File: src/rtl/deq_pkg.sv
// ----------------------------------------------------------------------------
// deq_pkg
// Operation and status codes shared by the double-ended queue.
// ----------------------------------------------------------------------------
package deq_pkg;

	typedef enum logic [1:0] {
		OP_PUSH_FRONT = 2'd0,
		OP_POP_FRONT  = 2'd1,
		OP_PUSH_BACK  = 2'd2,
		OP_POP_BACK   = 2'd3
	} op_t;

	typedef enum logic [1:0] {
		ST_OK    = 2'd0,
		ST_EMPTY = 2'd1,
		ST_FULL  = 2'd2
	} status_t;

	localparam int unsigned VALUE_W = 32;

endpackage

File: src/rtl/double_ended_queue.sv
// ----------------------------------------------------------------------------
// double_ended_queue
// Bounded deque of signed 32-bit values kept in a ring buffer memory.
// ----------------------------------------------------------------------------
// Each request beat (s_tuser = operation, s_tdata = value) yields one result
// beat carrying the popped value (zero for pushes and errors), a status in
// m_tuser (ok, empty, full) and the occupancy after the operation. Pushes and
// rejected requests can stream back to back; a successful pop reads the
// ring memory through its registered read port, and no new request is taken
// while that read is pending, so the popped value reaches the output
// register first. A popped entry is always one an earlier push wrote, so
// the memory needs no clearing after reset. A request is taken only while
// the output register is empty or drains in the same cycle, so a result
// stalled on m_tready holds off the input.
// ----------------------------------------------------------------------------
module double_ended_queue
	import deq_pkg::*;
#(
	parameter int unsigned DEPTH = 16
) (
	input  logic clk,
	input  logic arst_n,

	input  logic                             s_tvalid,
	output logic                             s_tready,
	input  logic [VALUE_W-1:0]               s_tdata,   // [31:0] value_in
	input  logic [1:0]                       s_tuser,   // [1:0] func

	output logic                             m_tvalid,
	input  logic                             m_tready,
	output logic [((VALUE_W + $clog2(DEPTH + 1) + 7) / 8) * 8 - 1:0] m_tdata,
	                                        // [31:0] value_out, then occupancy, zero pad
	output logic [1:0]                       m_tuser    // [1:0] status
);

	localparam int unsigned IDX_W = $clog2(DEPTH);
	localparam int unsigned CNT_W = $clog2(DEPTH + 1);
	localparam int unsigned SUM_W = IDX_W + 1;
	localparam int unsigned OUT_W = ((VALUE_W + CNT_W + 7) / 8) * 8;

	localparam logic [IDX_W-1:0] IDX_LAST = IDX_W'(DEPTH - 1);
	localparam logic [CNT_W-1:0] CNT_FULL = CNT_W'(DEPTH);
	localparam logic [SUM_W-1:0] DEPTH_S  = SUM_W'(DEPTH);

	// ring storage
	logic [VALUE_W-1:0] mem [DEPTH];

	logic [IDX_W-1:0]   front_q;
	logic [CNT_W-1:0]   cnt_q;

	// pending pop waiting on memory read data
	logic               pend_s1;
	logic [VALUE_W-1:0] rdata_s1;
	logic [CNT_W-1:0]   occ_s1;

	// output register
	logic               out_valid_q;
	logic [VALUE_W-1:0] out_value_q;
	logic [CNT_W-1:0]   out_occ_q;
	status_t            out_st_q;

	op_t                op;
	logic               s_acc;
	logic               full;
	logic               empty;
	logic [IDX_W-1:0]   front_inc;
	logic [IDX_W-1:0]   front_dec;
	logic [SUM_W-1:0]   push_sum;
	logic [SUM_W-1:0]   pop_sum;
	logic [IDX_W-1:0]   back_push;
	logic [IDX_W-1:0]   back_pop;

	logic [IDX_W-1:0]   front_d;
	logic [CNT_W-1:0]   cnt_d;
	logic [IDX_W-1:0]   mem_idx;
	logic               do_wr;
	logic               do_rd;
	status_t            st_d;
	logic               wr_en;
	logic               rd_go;

	assign op     = op_t'(s_tuser);
	assign s_tready = !pend_s1 && (!out_valid_q || m_tready);
	assign s_acc  = s_tvalid && s_tready;
	assign full   = (cnt_q == CNT_FULL);
	assign empty  = (cnt_q == '0);

	assign front_inc = (front_q == IDX_LAST) ? '0 : front_q + IDX_W'(1);
	assign front_dec = (front_q == '0) ? IDX_LAST : front_q - IDX_W'(1);

	// front + count (push back) and front + count - 1 (pop back), mod DEPTH
	assign push_sum  = SUM_W'(front_q) + SUM_W'(cnt_q);
	assign pop_sum   = push_sum - SUM_W'(1);
	assign back_push = (push_sum >= DEPTH_S) ? IDX_W'(push_sum - DEPTH_S)
	                                         : IDX_W'(push_sum);
	assign back_pop  = (pop_sum >= DEPTH_S) ? IDX_W'(pop_sum - DEPTH_S)
	                                        : IDX_W'(pop_sum);

	always_comb begin
		front_d = front_q;
		cnt_d   = cnt_q;
		mem_idx = front_q;
		do_wr   = 1'b0;
		do_rd   = 1'b0;
		st_d    = ST_OK;
		unique case (op)
			OP_PUSH_FRONT: begin
				if (full) begin
					st_d = ST_FULL;
				end else begin
					front_d = front_dec;
					mem_idx = front_dec;
					do_wr   = 1'b1;
					cnt_d   = cnt_q + CNT_W'(1);
				end
			end
			OP_POP_FRONT: begin
				if (empty) begin
					st_d = ST_EMPTY;
				end else begin
					front_d = front_inc;
					mem_idx = front_q;
					do_rd   = 1'b1;
					cnt_d   = cnt_q - CNT_W'(1);
				end
			end
			OP_PUSH_BACK: begin
				if (full) begin
					st_d = ST_FULL;
				end else begin
					mem_idx = back_push;
					do_wr   = 1'b1;
					cnt_d   = cnt_q + CNT_W'(1);
				end
			end
			OP_POP_BACK: begin
				if (empty) begin
					st_d = ST_EMPTY;
				end else begin
					mem_idx = back_pop;
					do_rd   = 1'b1;
					cnt_d   = cnt_q - CNT_W'(1);
				end
			end
			default: begin
				st_d = ST_OK;
			end
		endcase
	end

	assign wr_en = s_acc && do_wr;
	assign rd_go = s_acc && do_rd;

	always_ff @(posedge clk) begin
		if (wr_en) begin
			mem[mem_idx] <= s_tdata;
		end
		if (rd_go) begin
			rdata_s1 <= mem[mem_idx];
		end
	end

	always_ff @(posedge clk or negedge arst_n) begin
		if (!arst_n) begin
			front_q <= '0;
			cnt_q   <= '0;
			pend_s1 <= 1'b0;
		end else begin
			pend_s1 <= rd_go;
			if (s_acc) begin
				front_q <= front_d;
				cnt_q   <= cnt_d;
			end
		end
	end

	always_ff @(posedge clk) begin
		if (rd_go) begin
			occ_s1 <= cnt_d;
		end
	end

	// a pending pop always finds the output register empty
	always_ff @(posedge clk or negedge arst_n) begin
		if (!arst_n) begin
			out_valid_q <= 1'b0;
		end else if (pend_s1 || (s_acc && !do_rd)) begin
			out_valid_q <= 1'b1;
		end else if (m_tready) begin
			out_valid_q <= 1'b0;
		end
	end

	always_ff @(posedge clk) begin
		if (pend_s1) begin
			out_value_q <= rdata_s1;
			out_occ_q   <= occ_s1;
			out_st_q    <= ST_OK;
		end else if (s_acc && !do_rd) begin
			out_value_q <= '0;
			out_occ_q   <= cnt_d;
			out_st_q    <= st_d;
		end
	end

	assign m_tvalid = out_valid_q;
	assign m_tuser  = out_st_q;
	assign m_tdata  = OUT_W'({out_occ_q, out_value_q});

	a_cnt_bound: assert property (@(posedge clk) disable iff (!arst_n)
		cnt_q <= CNT_FULL)
		else $error("occupancy exceeds depth");

	a_front_bound: assert property (@(posedge clk) disable iff (!arst_n)
		front_q <= IDX_LAST)
		else $error("front index out of range");

	a_pend_out: assert property (@(posedge clk) disable iff (!arst_n)
		pend_s1 |=> out_valid_q)
		else $error("pop result not delivered after read");

	a_pend_free: assert property (@(posedge clk) disable iff (!arst_n)
		pend_s1 |-> !out_valid_q)
		else $error("pop read completes into occupied output register");

	a_empty_pop: assert property (@(posedge clk) disable iff (!arst_n)
		(s_acc && empty && (op == OP_POP_FRONT || op == OP_POP_BACK))
		|=> (!pend_s1 && out_valid_q && cnt_q == '0))
		else $error("pop on empty deque touched state");

endmodule

File: config.mk
export PLATFORM = sky130hd
export DESIGN_NAME = double_ended_queue
export DESIGN_NICKNAME = d
export VERILOG_FILES = /design/src/rtl/deq_pkg.sv /design/src/rtl/double_ended_queue.sv
export SDC_FILE = /design/constraint.sdc
export NUM_CORES = 1
export LEC_CHECK = 0
export BUFFER_PORTS_ARGS = -buffer_cell sky130_fd_sc_hd__buf_4
export CAP_MARGIN = 5
export CORE_MARGIN = 1
export CORE_UTILIZATION = 35
export CTS_BUF_LIST = sky130_fd_sc_hd__clkbuf_16
export CTS_CLUSTER_SIZE = 28
export DETAILED_ROUTE_END_ITERATION = 6
export GPL_ROUTABILITY_DRIVEN = 0
export GPL_TIMING_DRIVEN = 1
export HOLD_SLACK_MARGIN = 0.03
export PLACE_DENSITY = 0.61
export SLEW_MARGIN = 10
export SYNTH_ARGS = -nofsm -noshare
export SYNTH_HDL_FRONTEND = slang
export SYNTH_SLANG_ARGS = --single-unit
File: constraint.sdc
create_clock -name clk -period 8.55 [get_ports clk]
set_clock_uncertainty 0.15 [all_clocks]
set_input_delay 0.4275 -clock clk [delete_from_list [all_inputs] [get_ports clk]]
set_output_delay 0.4275 -clock clk [all_outputs]
set_load 0.02 [all_outputs]
### Yosys cells after proc, flatten, opt, wreduce, memory -nomap -nowiden

Memory sizes are Yosys's and may differ from the RTL's. A register that Yosys moved wholly into a read port is not among the register bits.
Cells that the tools add are included.

* register bits: 55
* bits in writable memories: 512
* bits of input ports: 38
* output and inout port bits: 44
* logic and storage cells: 72
* memories: 1

Memory list
* mem: depth 16, bits a word 32, read ports 1, clocked after Yosys merged registers in 1, write ports 1, line double_ended_queue.sv:46 `logic [VALUE_W-1:0] mem [DEPTH];`

* $add $sub $neg: 8
* order comparisons: 2
* equal/unequal tests: 6
* multiplexer cells: 28
* reductions and logical operators: 19

Operator list (number)
* $mux 32: 2
* $mux 4: 8
* $mux 5: 4
* $pmux 4 s4: 1
* $sub 4x1->4 const B: 3
* $ge 5x5->1 const B: 2
* $pmux 5 s2: 1
* $sub 5x1->5 const B: 2
* $mux 1: 9
* $pmux 4 s2: 1
* $reduce_bool 2->1: 3
* $add 4x5->5: 1
* $add 5x1->5 const B: 1
* $eq 5x5->1 const B: 1
* $logic_and 1x1->1: 5
* $logic_not 5->1: 1
* $add 4x1->4 const B: 1
* $eq 2x2->1 const B: 2
* $eq 4x4->1 const B: 1
* $logic_not 4->1: 1
* $pmux 2 s2: 1
* $reduce_or 2->1: 2
* $logic_not 1->1: 3
* $reduce_and 3->1: 1
* other kinds (5): 6

### Logic depth before layout (Yosys ltp)

Gate-level depths: netlist of run 1.

* depth in word-level cells: 7
* gate-level depth with buffers: 13
* gate-level depth less buffers: 10

### Least setup slack after synthesis of run 1

Ideal clock, no wire load.

* path type: reg-to-reg
* start: register front_q[0]
* end: memory mem[1][0] (enable)
* library setup time: 0.501 ns
* arrival: 5.542 ns
* required time: 7.899 ns
* setup slack: 2.357 ns
* cell stages (with the launch flop): 12
* buffers on the path: 2
* clock period less this slack: 6.193 ns
* cell sequence: dfrtp_1 ha_1 fa_1 xor2_1 nor3_1 xnor3_1 nor2_1 xnor2_1 a21oi_1 clkbuf_1 clkbuf_1 nor4_1

* longest elaborated chain between the ends: 6
* elaborated cells on any way between the ends: 15
* classes of those cells: add/sub (5); order compare (2); mux (7); reduce/logical (1)

RTL lines
* start: declaration: line double_ended_queue.sv:48 `logic [IDX_W-1:0] front_q;`
* start signal: assignment: line double_ended_queue.sv:171 `front_q <= front_d;`
* $add 4x5->5: line double_ended_queue.sv:92 `assign push_sum = SUM_W'(front_q) + SUM_W'(cnt_q);`
* $sub 5x1->5: line double_ended_queue.sv:93 `assign pop_sum = push_sum - SUM_W'(1);`
* $sub 4x1->4 / $ge 5x5->1 (equally long branches): line double_ended_queue.sv:96 `assign back_pop = (pop_sum >= DEPTH_S) ? IDX_W'(pop_sum - DEPTH_S)`
* $mux 4: line double_ended_queue.sv:96
* $mux 4: line double_ended_queue.sv:137 `if (empty) begin`
* $pmux 4 s4 (*): line double_ended_queue.sv:106 `unique case (op)`
* end: declaration: line double_ended_queue.sv:46

Every way passes the cells marked *; elsewhere a longest branch is shown, timed or not.

### Worst setup path after layout of run 1

* start: register cnt_q[1]
* end: register rdata_s1[7] (read register of mem) (data pin)

* longest elaborated chain between the ends: 6
* elaborated cells on any way between the ends: 17
* classes of those cells: add/sub (4); order compare (2); eq/ne (1); mux (8); reduce/logical (2)

RTL lines
* start: declaration: line double_ended_queue.sv:49 `logic [CNT_W-1:0] cnt_q;`
* start signal: assignment: line double_ended_queue.sv:172 `cnt_q <= cnt_d;`
* $add 4x5->5: line double_ended_queue.sv:92
* $sub 5x1->5: line double_ended_queue.sv:93
* $sub 4x1->4 / $ge 5x5->1 (equally long branches): line double_ended_queue.sv:96
* $mux 4: line double_ended_queue.sv:96
* $mux 4: line double_ended_queue.sv:137
* $pmux 4 s4: line double_ended_queue.sv:106
* end: declaration: line double_ended_queue.sv:53 `logic [VALUE_W-1:0] rdata_s1;`

Parallel ways exist; a longest one is shown, timed or not.
A chain may end at the register's enable or synchronous reset.

==> results of run 1 <==
cells in the mapped netlist, types with 12 or more instances:
cell type  count  area share (%)
clkbuf_1      87             1.3
and3_1       202             5.2
mux2_2        40             1.8
and2_1        35            0.90
a2111oi_0    257             9.2
buf_2         43            0.88
a21oi_1       21            0.43
edfxtp_1     586              72
nand2_1       14            0.22
mux2i_1       68             2.8
nor2_1        20            0.31
nor3_1        12            0.25
sequential cells by signal (all words and copies together), names as in the netlist:
register     cells
occ_s1           5
out_value_q     32
cnt_q            5
m_tvalid         1
front_q          4
out_occ_q        5
rdata_s1        32
mem            512
pend_s1          1
m_tuser          2
power groups by stage:
stage	clock network [mW]	logic [mW]	registers (mW)
6_report	2.53	4.07	3.77
5_1_grt	2.68	4.39	3.79
4_1_cts	2.58	4.07	3.77
3_5_place_dp	0	4.03	3.83
3_3_place_gp	0	3.99	3.83
2_1_floorplan	0	2.69	3.81
worst paths after layout:
kind	start	to
max reg2reg	cnt_q[1]	rdata_s1[7]
min in group asynchronous	arst_n	m_tvalid
min	s_tvalid	cnt_q[2]
min reg2reg	m_tvalid	m_tvalid
max	cnt_q[1]	rdata_s1[7]
max in group asynchronous	arst_n	pend_s1
per-stage QoR:
stage	std cells	util, %	hold WS (ps)	cell area [µm²]	worst slack, ps
2_1_floorplan	1498	-	-18.09	24390	2357
3_5_place_dp	2402	37.73	131.1	25920	3051
5_1_grt	2544	40.98	214.5	28150	2657
6_report	2544	40.98	181.4	28150	2967
3_3_place_gp	2402	37.73	131.7	25920	3155
4_1_cts	2544	40.98	149.2	28150	3105
final cells by class:
type	instances	area, µm²	area share, %
clock inverters	47	380.4	1.351
repair buffers	153	1236	4.391
flip-flops and latches	599	17910	63.63
clock buffers	60	1501	5.333
multi-input cells	744	5919	21.03
well taps	931	1165	4.138
inverters	10	37.54	0.1333
cell usage in the layout (no fill, tap or decap), drive strengths merged, types with 2 or more instances in the layout:
master and n:
clkbuf 60, a21o 2, nor2b 4, nor2 20
nor3 12, and2 35, a311oi 2, o211ai 2
bufinv 6, nor4 5, dfxtp 2, o21ai 9
edfxtp 586, nand2 15, xor2 2, nand3 6
o31ai 2, inv 25, a2111oi 257, mux2 40
ha 9, o41ai 2, mux2i 68, nand4 2
and3 203, dfrtp 11, xnor2 6, buf 118
a21oi 21, clkinv 25, dlygate4sd3 35, conb 3
worst max-delay path: stages (launching register included):
cell and delay (ps):
dfrtp_1 490, inv_1 160, ha_1 240, or4b_1 580
and3_4 250, o31ai_4 330, buf_4 620, buf_4 1010
and3_1 290, a2111oi_0 70, a2111oi_0 800, mux2_2 280
cell families after synthesis:
group	after synthesis	synth area share [%]
and+or+nand+nor	309	7.600
DFF	599	73.46
AOI/OAI and AO/OA	305	10.54
buffers and inverters	155	2.822
other	1	0.01538
muxes	108	4.639
adders and majority gates	10	0.5440
xor gates and xnor gates	9	0.3797
per-layer routing:
metal | GRT usage (%) | routed length, µm | vias up | share of wire, %
li1 | - | - | 6366 | -
met3 | 2.412 | 3899 | 110 | 6.4
met2 | 28.36 | 29500 | 526 | 48
met5 | 0 | 13 | - | 0.021
met4 | 5.840 | 1579 | 2 | 2.6
met1 | 23.29 | 25900 | 7306 | 43
==> metrics, run 1 <==
outcome finished, final reports clean; Leak approximately 9.3 nW; top achievable clock speed ~180 MHz; P_sw 3.937 mW; Die Y approximately 270 µm; setup tns final 0 ps; drt wl/cell about 24 µm; pwr/cell area between 300 and 400 mW/mm²; post_cts resized 0; die width about 270 µm; via count roughly 14000; Total Nets Final 1614; Hold Fails Final Rpt 0; Starting Density 35.49%; Slew headroom 17.44%; initial antenna violation count 1; Reg power frac a little over a third; Antenna Cells 0; Worst-Margin Slew between 1000 and 1500 ps; Clock Sinks ~600; DRC violations left 0; DRT Wirelength ~61000 µm; insertion delay to the later sink of the worst-skew pair approximately 630 ps; HP Class primary input to flop; worst reg2reg path depth 11; critical path class flop to flop; Syn Area/Cell between 15 and 20 µm²; vias per inst ~5.6; post-route ant nets 0; Tot GR Track Use between 10% and 20%; crit path DAT 5920 ps; worst vdd ir between 0.4 and 0.5 mV; Total Power 10.36 mW; Worst setup SP type flop; Net Sw Frac 38.00%; first-pass GRT wire length about 92000 µm; std cell rows 96; largest net degree at the start of global routing 131; Post-Synthesis Cells between 1000 and 1500; Port Buffer Count a little under 80; CP endpoint kind flop; Syn Std Cell Area 0.02438 mm²; H-tree levels 2; number of global-route vias before repair between 10000 and 15000; R2R setup slack ~3000 ps; CTS Hold Buffers Added 35; crit path max fanout 122; Clock power frac about a quarter; sequential fraction of the synthesis area 73.46%; clock buffers created by TritonCTS a little under 60; max-slew violation count 0; Required @ worst endpoint between 8000 and 9000 ps; crit share post-route 65.30%; CTS tree done; combinational share of power between 30% and 40%; RSZ-0062 raised after global routing false; DRT iter0 DRCs 1309; layout cell share with drive strength beyond 1 between 10% and 20%; die area about 0.07 mm²; synthesis-to-finish area growth 15.47%; Distinct cells, synth 53; cell-internal power 6.424 mW; post-CTS setup buffer count 0; Main synth FF type edfxtp_1; root buffer cell clkbuf_16; core area 0.06871 mm²; GR Overflow Total 0; Seq cells post-synth approximately 600; Ports 82; CTS Buffer Depth 3; final setup vio count 0; Final Critical Period roughly 5600 ps; YS warnings 0; drt first pass iters 7; WHS Path Cells 4; Max Cap Violations 0; Filler cells between 6000 and 7000; Clock Pin Slew Worst Setup and Hold Paths 70 ps; EDFF count, synth ~600; fraction of registers with async set/reset under 10%; Detailed Place HPWL 30750 µm
Note: power is estimated with default switching activity, not from simulation.
==> run 2: changes to the inputs <==
- ABC_AREA: unset -> 1
- PLACE_DENSITY: 0.61 -> 0.63
- clock period: 8.55 -> 4.9 ns (I/O delays scaled with it)
==> metrics, run 2 <==
Top Registers mem: 512 flops, out_value_q: 32 flops, rdata_s1: 32 flops; origin of the worst setup path front_q[0]; Ports 82 (unchanged); max reg flops 512 (unchanged); Non-Filler Instances 3573 (+40%); Clock Pin Slew Worst Setup and Hold Paths 70 ps (about the same); std cell rows 99 (+3.1%); Reg with most FFs mem; Detailed Place HPWL 33530 µm (+9.0%); Hold Startpoint m_tready; post_cts resized 0 (unchanged); layout cell share with drive strength beyond 1 9.640% (-6.6 points); Filler cells 6853 (+9.7%); met3 GRT Util 2.719% (+0.31 points); drt first pass iters 5 (-2); Main synth FF type edfxtp_1; worst r2r src front_q[0]; Starting Density 35.33% (-0.16 points); die width 273.4 µm (+2.8%); Yosys top cell by area edfxtp_1; fraction of registers with async set/reset 1.836% (unchanged); CTS Hold Buffers Added 38 (+8.6%); max-slew violation count 0 (unchanged); GR Util met2 27.88% (-0.48 points); Die Y 273.4 µm (+2.8%); area occupied by multi-input gates 0.006870 mm² (+16%); gr busiest metal met2; insertion delay to the later sink of the worst-skew pair 630 ps (about the same); commonest non-fill, non-tap cell in the layout nand2_1; Worst setup SP type flop; via count 16960 (+19%); HP Class primary input to flop; combinational share of power 37.1% (-2.1 points); Worst-Margin Slew 1076 ps (-162.2 ps); Reg area 0.01791 mm² (unchanged); DRT iter0 DRCs 1376 (+5.1%); YS warnings 0 (unchanged); Hold Fails Final Rpt 0 (unchanged); top cells by area, synth edfxtp_1 68%, nand2_1 18%, nand3_1 5.4%; final setup vio count 0 (unchanged); Total Power 17.36 mW (+68%); H-tree levels 2 (unchanged); DRC violations left 0 (unchanged); placed cells 3425 (+43%); most frequent cell after synthesis nand2_1; post-route ant nets 0 (unchanged); Clock power frac 26.1% (+1.7 points); Post-synth top cells 1224 x nand2_1, 586 x edfxtp_1, 280 x nand3_1; Syn Area/Cell 10.42 µm² (-36%); clock buffers created by TritonCTS 59 (+1.7%); Net Sw Frac 38.67% (+0.67 points); number of global-route vias before repair 16310 (+13%); Port Buffer Count 78 (unchanged); crit path max fanout 38 (-69%); Slew headroom 28.26% (+11 points); Syn Std Cell Area 0.02577 mm² (+5.7%); post-CTS setup buffer count 0 (unchanged); Required @ worst endpoint 5050 ps (-3840 ps); Seq cells post-synth 599 (unchanged); first-pass GRT wire length 97370 µm (+5.4%); Leak 12.42 nW (+33%); top achievable clock speed 245.1 MHz (+37%); core area 0.07296 mm² (+6.2%); CTS tree done; critical path class flop to flop; CTS Buffer Depth 3 (unchanged); EDFF count, synth 586 (unchanged); DP Area 0.02754 mm² (+6.2%); Placement Setup Slack 818.9 ps (-2232 ps); CP endpoint kind flop; Synth top area share 68.28% (-3.9 points); Tot GR Track Use 16.95% (-0.25 points); RSZ-0062 raised after global routing false; post-route cell area 0.02986 mm² (+6.1%); met1 Use GR 23.37% (+0.074 points); Post-Synthesis Cells 2473 (+65%); crit path DAT 4230 ps (-1690 ps); Total Nets Final 2613 (+62%); Reg power frac 36.8% (+0.4 points); Max Cap Violations 0 (unchanged); outcome finished, final reports clean; root buffer cell clkbuf_16; synthesis-to-finish area growth 15.86%; P_sw 6.713 mW (+70%); Clock Sinks 599 (unchanged); Antenna Cells 0 (unchanged); pwr/cell area 581.3 mW/mm² (+58%); Final WS setup 820.0 ps (-2147 ps); setup tns final 0 ps (unchanged); worst vdd ir 0.5503 mV (+23%); sequential fraction of the synthesis area 69.50% (-4.0 points); cell-internal power 10.65 mW (+66%); vias per inst 4.747 (-16%); DRT Wirelength 63080 µm (+3.6%); largest net degree at the start of global routing 176 (+34%); die area 0.07473 mm² (+5.7%); GR Overflow Total 0 (unchanged); drt wl/cell 17.65 µm (-26%); commonest cells after routing, fill and taps aside 1223 x nand2_1, 586 x edfxtp_1, 280 x nand3_1, 136 x inv_1, 115 x buf_4; Distinct cells, synth 35 (-34%); initial antenna violation count 1 (unchanged); crit share post-route 83.26% (+18 points); Final Critical Period 4080 ps (-1503 ps)
## run 2: cell types whose count changed after synthesis, moves of 10 or more
cell	delta
clkbuf_1	-75
mux2_2	-40
and2_1	-35
mux2i_1	-68
a2111oi_0	-257
nor3_1	-10
nand3_1	+274
and3_1	-202
nand2_1	+1210
inv_1	+112
inv_2	+13
a21oi_1	-17
buf_2	+60
## run 2: logic make-up after synthesis
family	Yosys count	share of synthesized area, %
flip-flops	599	69.50
other	1	0.01455
XOR/XNOR	10	0.3398
AO/OA/AOI/OAI	32	0.7136
buffers and inverters	268	4.622
adder cells (fa/ha/maj)	10	0.5146
AND/OR/NAND/NOR	1553	24.30
## run 2: power groups by stage
stage	Combinational [mW]	Clock, mW	Sequential (mW)
after global routing	7.27	4.83	6.43
after global placement	6.39	0	6.50
final	6.44	4.52	6.40
after floorplan	4.44	0	6.59
after detailed placement	6.42	0	6.51
after CTS	6.48	4.63	6.40
## run 2: stage by stage
stage	hold slack, ps	util, %
2_1_floorplan	-200.6	-
3_3_place_gp	-48.38	37.74
3_5_place_dp	-46.23	37.74
4_1_cts	168.6	40.93
5_1_grt	219.1	40.93
6_report	215.2	40.93
## run 2: critical path, stage by stage, from the launching register on
cell and delay, ps:
dfrtp_1 440, ha_1 260, fa_1 490, inv_1 80, ha_1 290, nand2_1 60
nand3_1 70, nand3_1 140, o21ai_4 110, inv_4 380, nand4_1 500, nor2_4 480
buf_12 290
## run 2: worst paths after layout
| path | cells after the start | slack (ps) | endpoint |
|---|---|---|---|
| max | 12 | 820 | mem[11][20] |
| max reg2reg | 12 | 820 | mem[11][20] |
| min in group asynchronous | 3 | 540 | front_q[0] |
| min | 3 | 220 | m_tvalid |
| min reg2reg | 2 | 340 | m_tuser[1] |
| max in group asynchronous | 3 | 3630 | pend_s1 |
## run 2: cell type report
type / instances / share of cell area [%]
Multi-Input combinational cell: 1608 / 23.01
Inverter: 135 / 1.705
Tap cell: 959 / 4.018
Clock buffer: 59 / 4.944
Timing Repair Buffer: 162 / 4.768
Clock inverter: 51 / 1.571
Sequential cell: 599 / 59.99
## run 2: per-layer routing
metal,routed length (µm),vias to the layer above,share of wire (%)
li1,-,8351,-
met1,28170,8062,45
met2,30130,457,48
met3,3606,88,5.7
met4,1159,2,1.8
met5,8,-,0.013
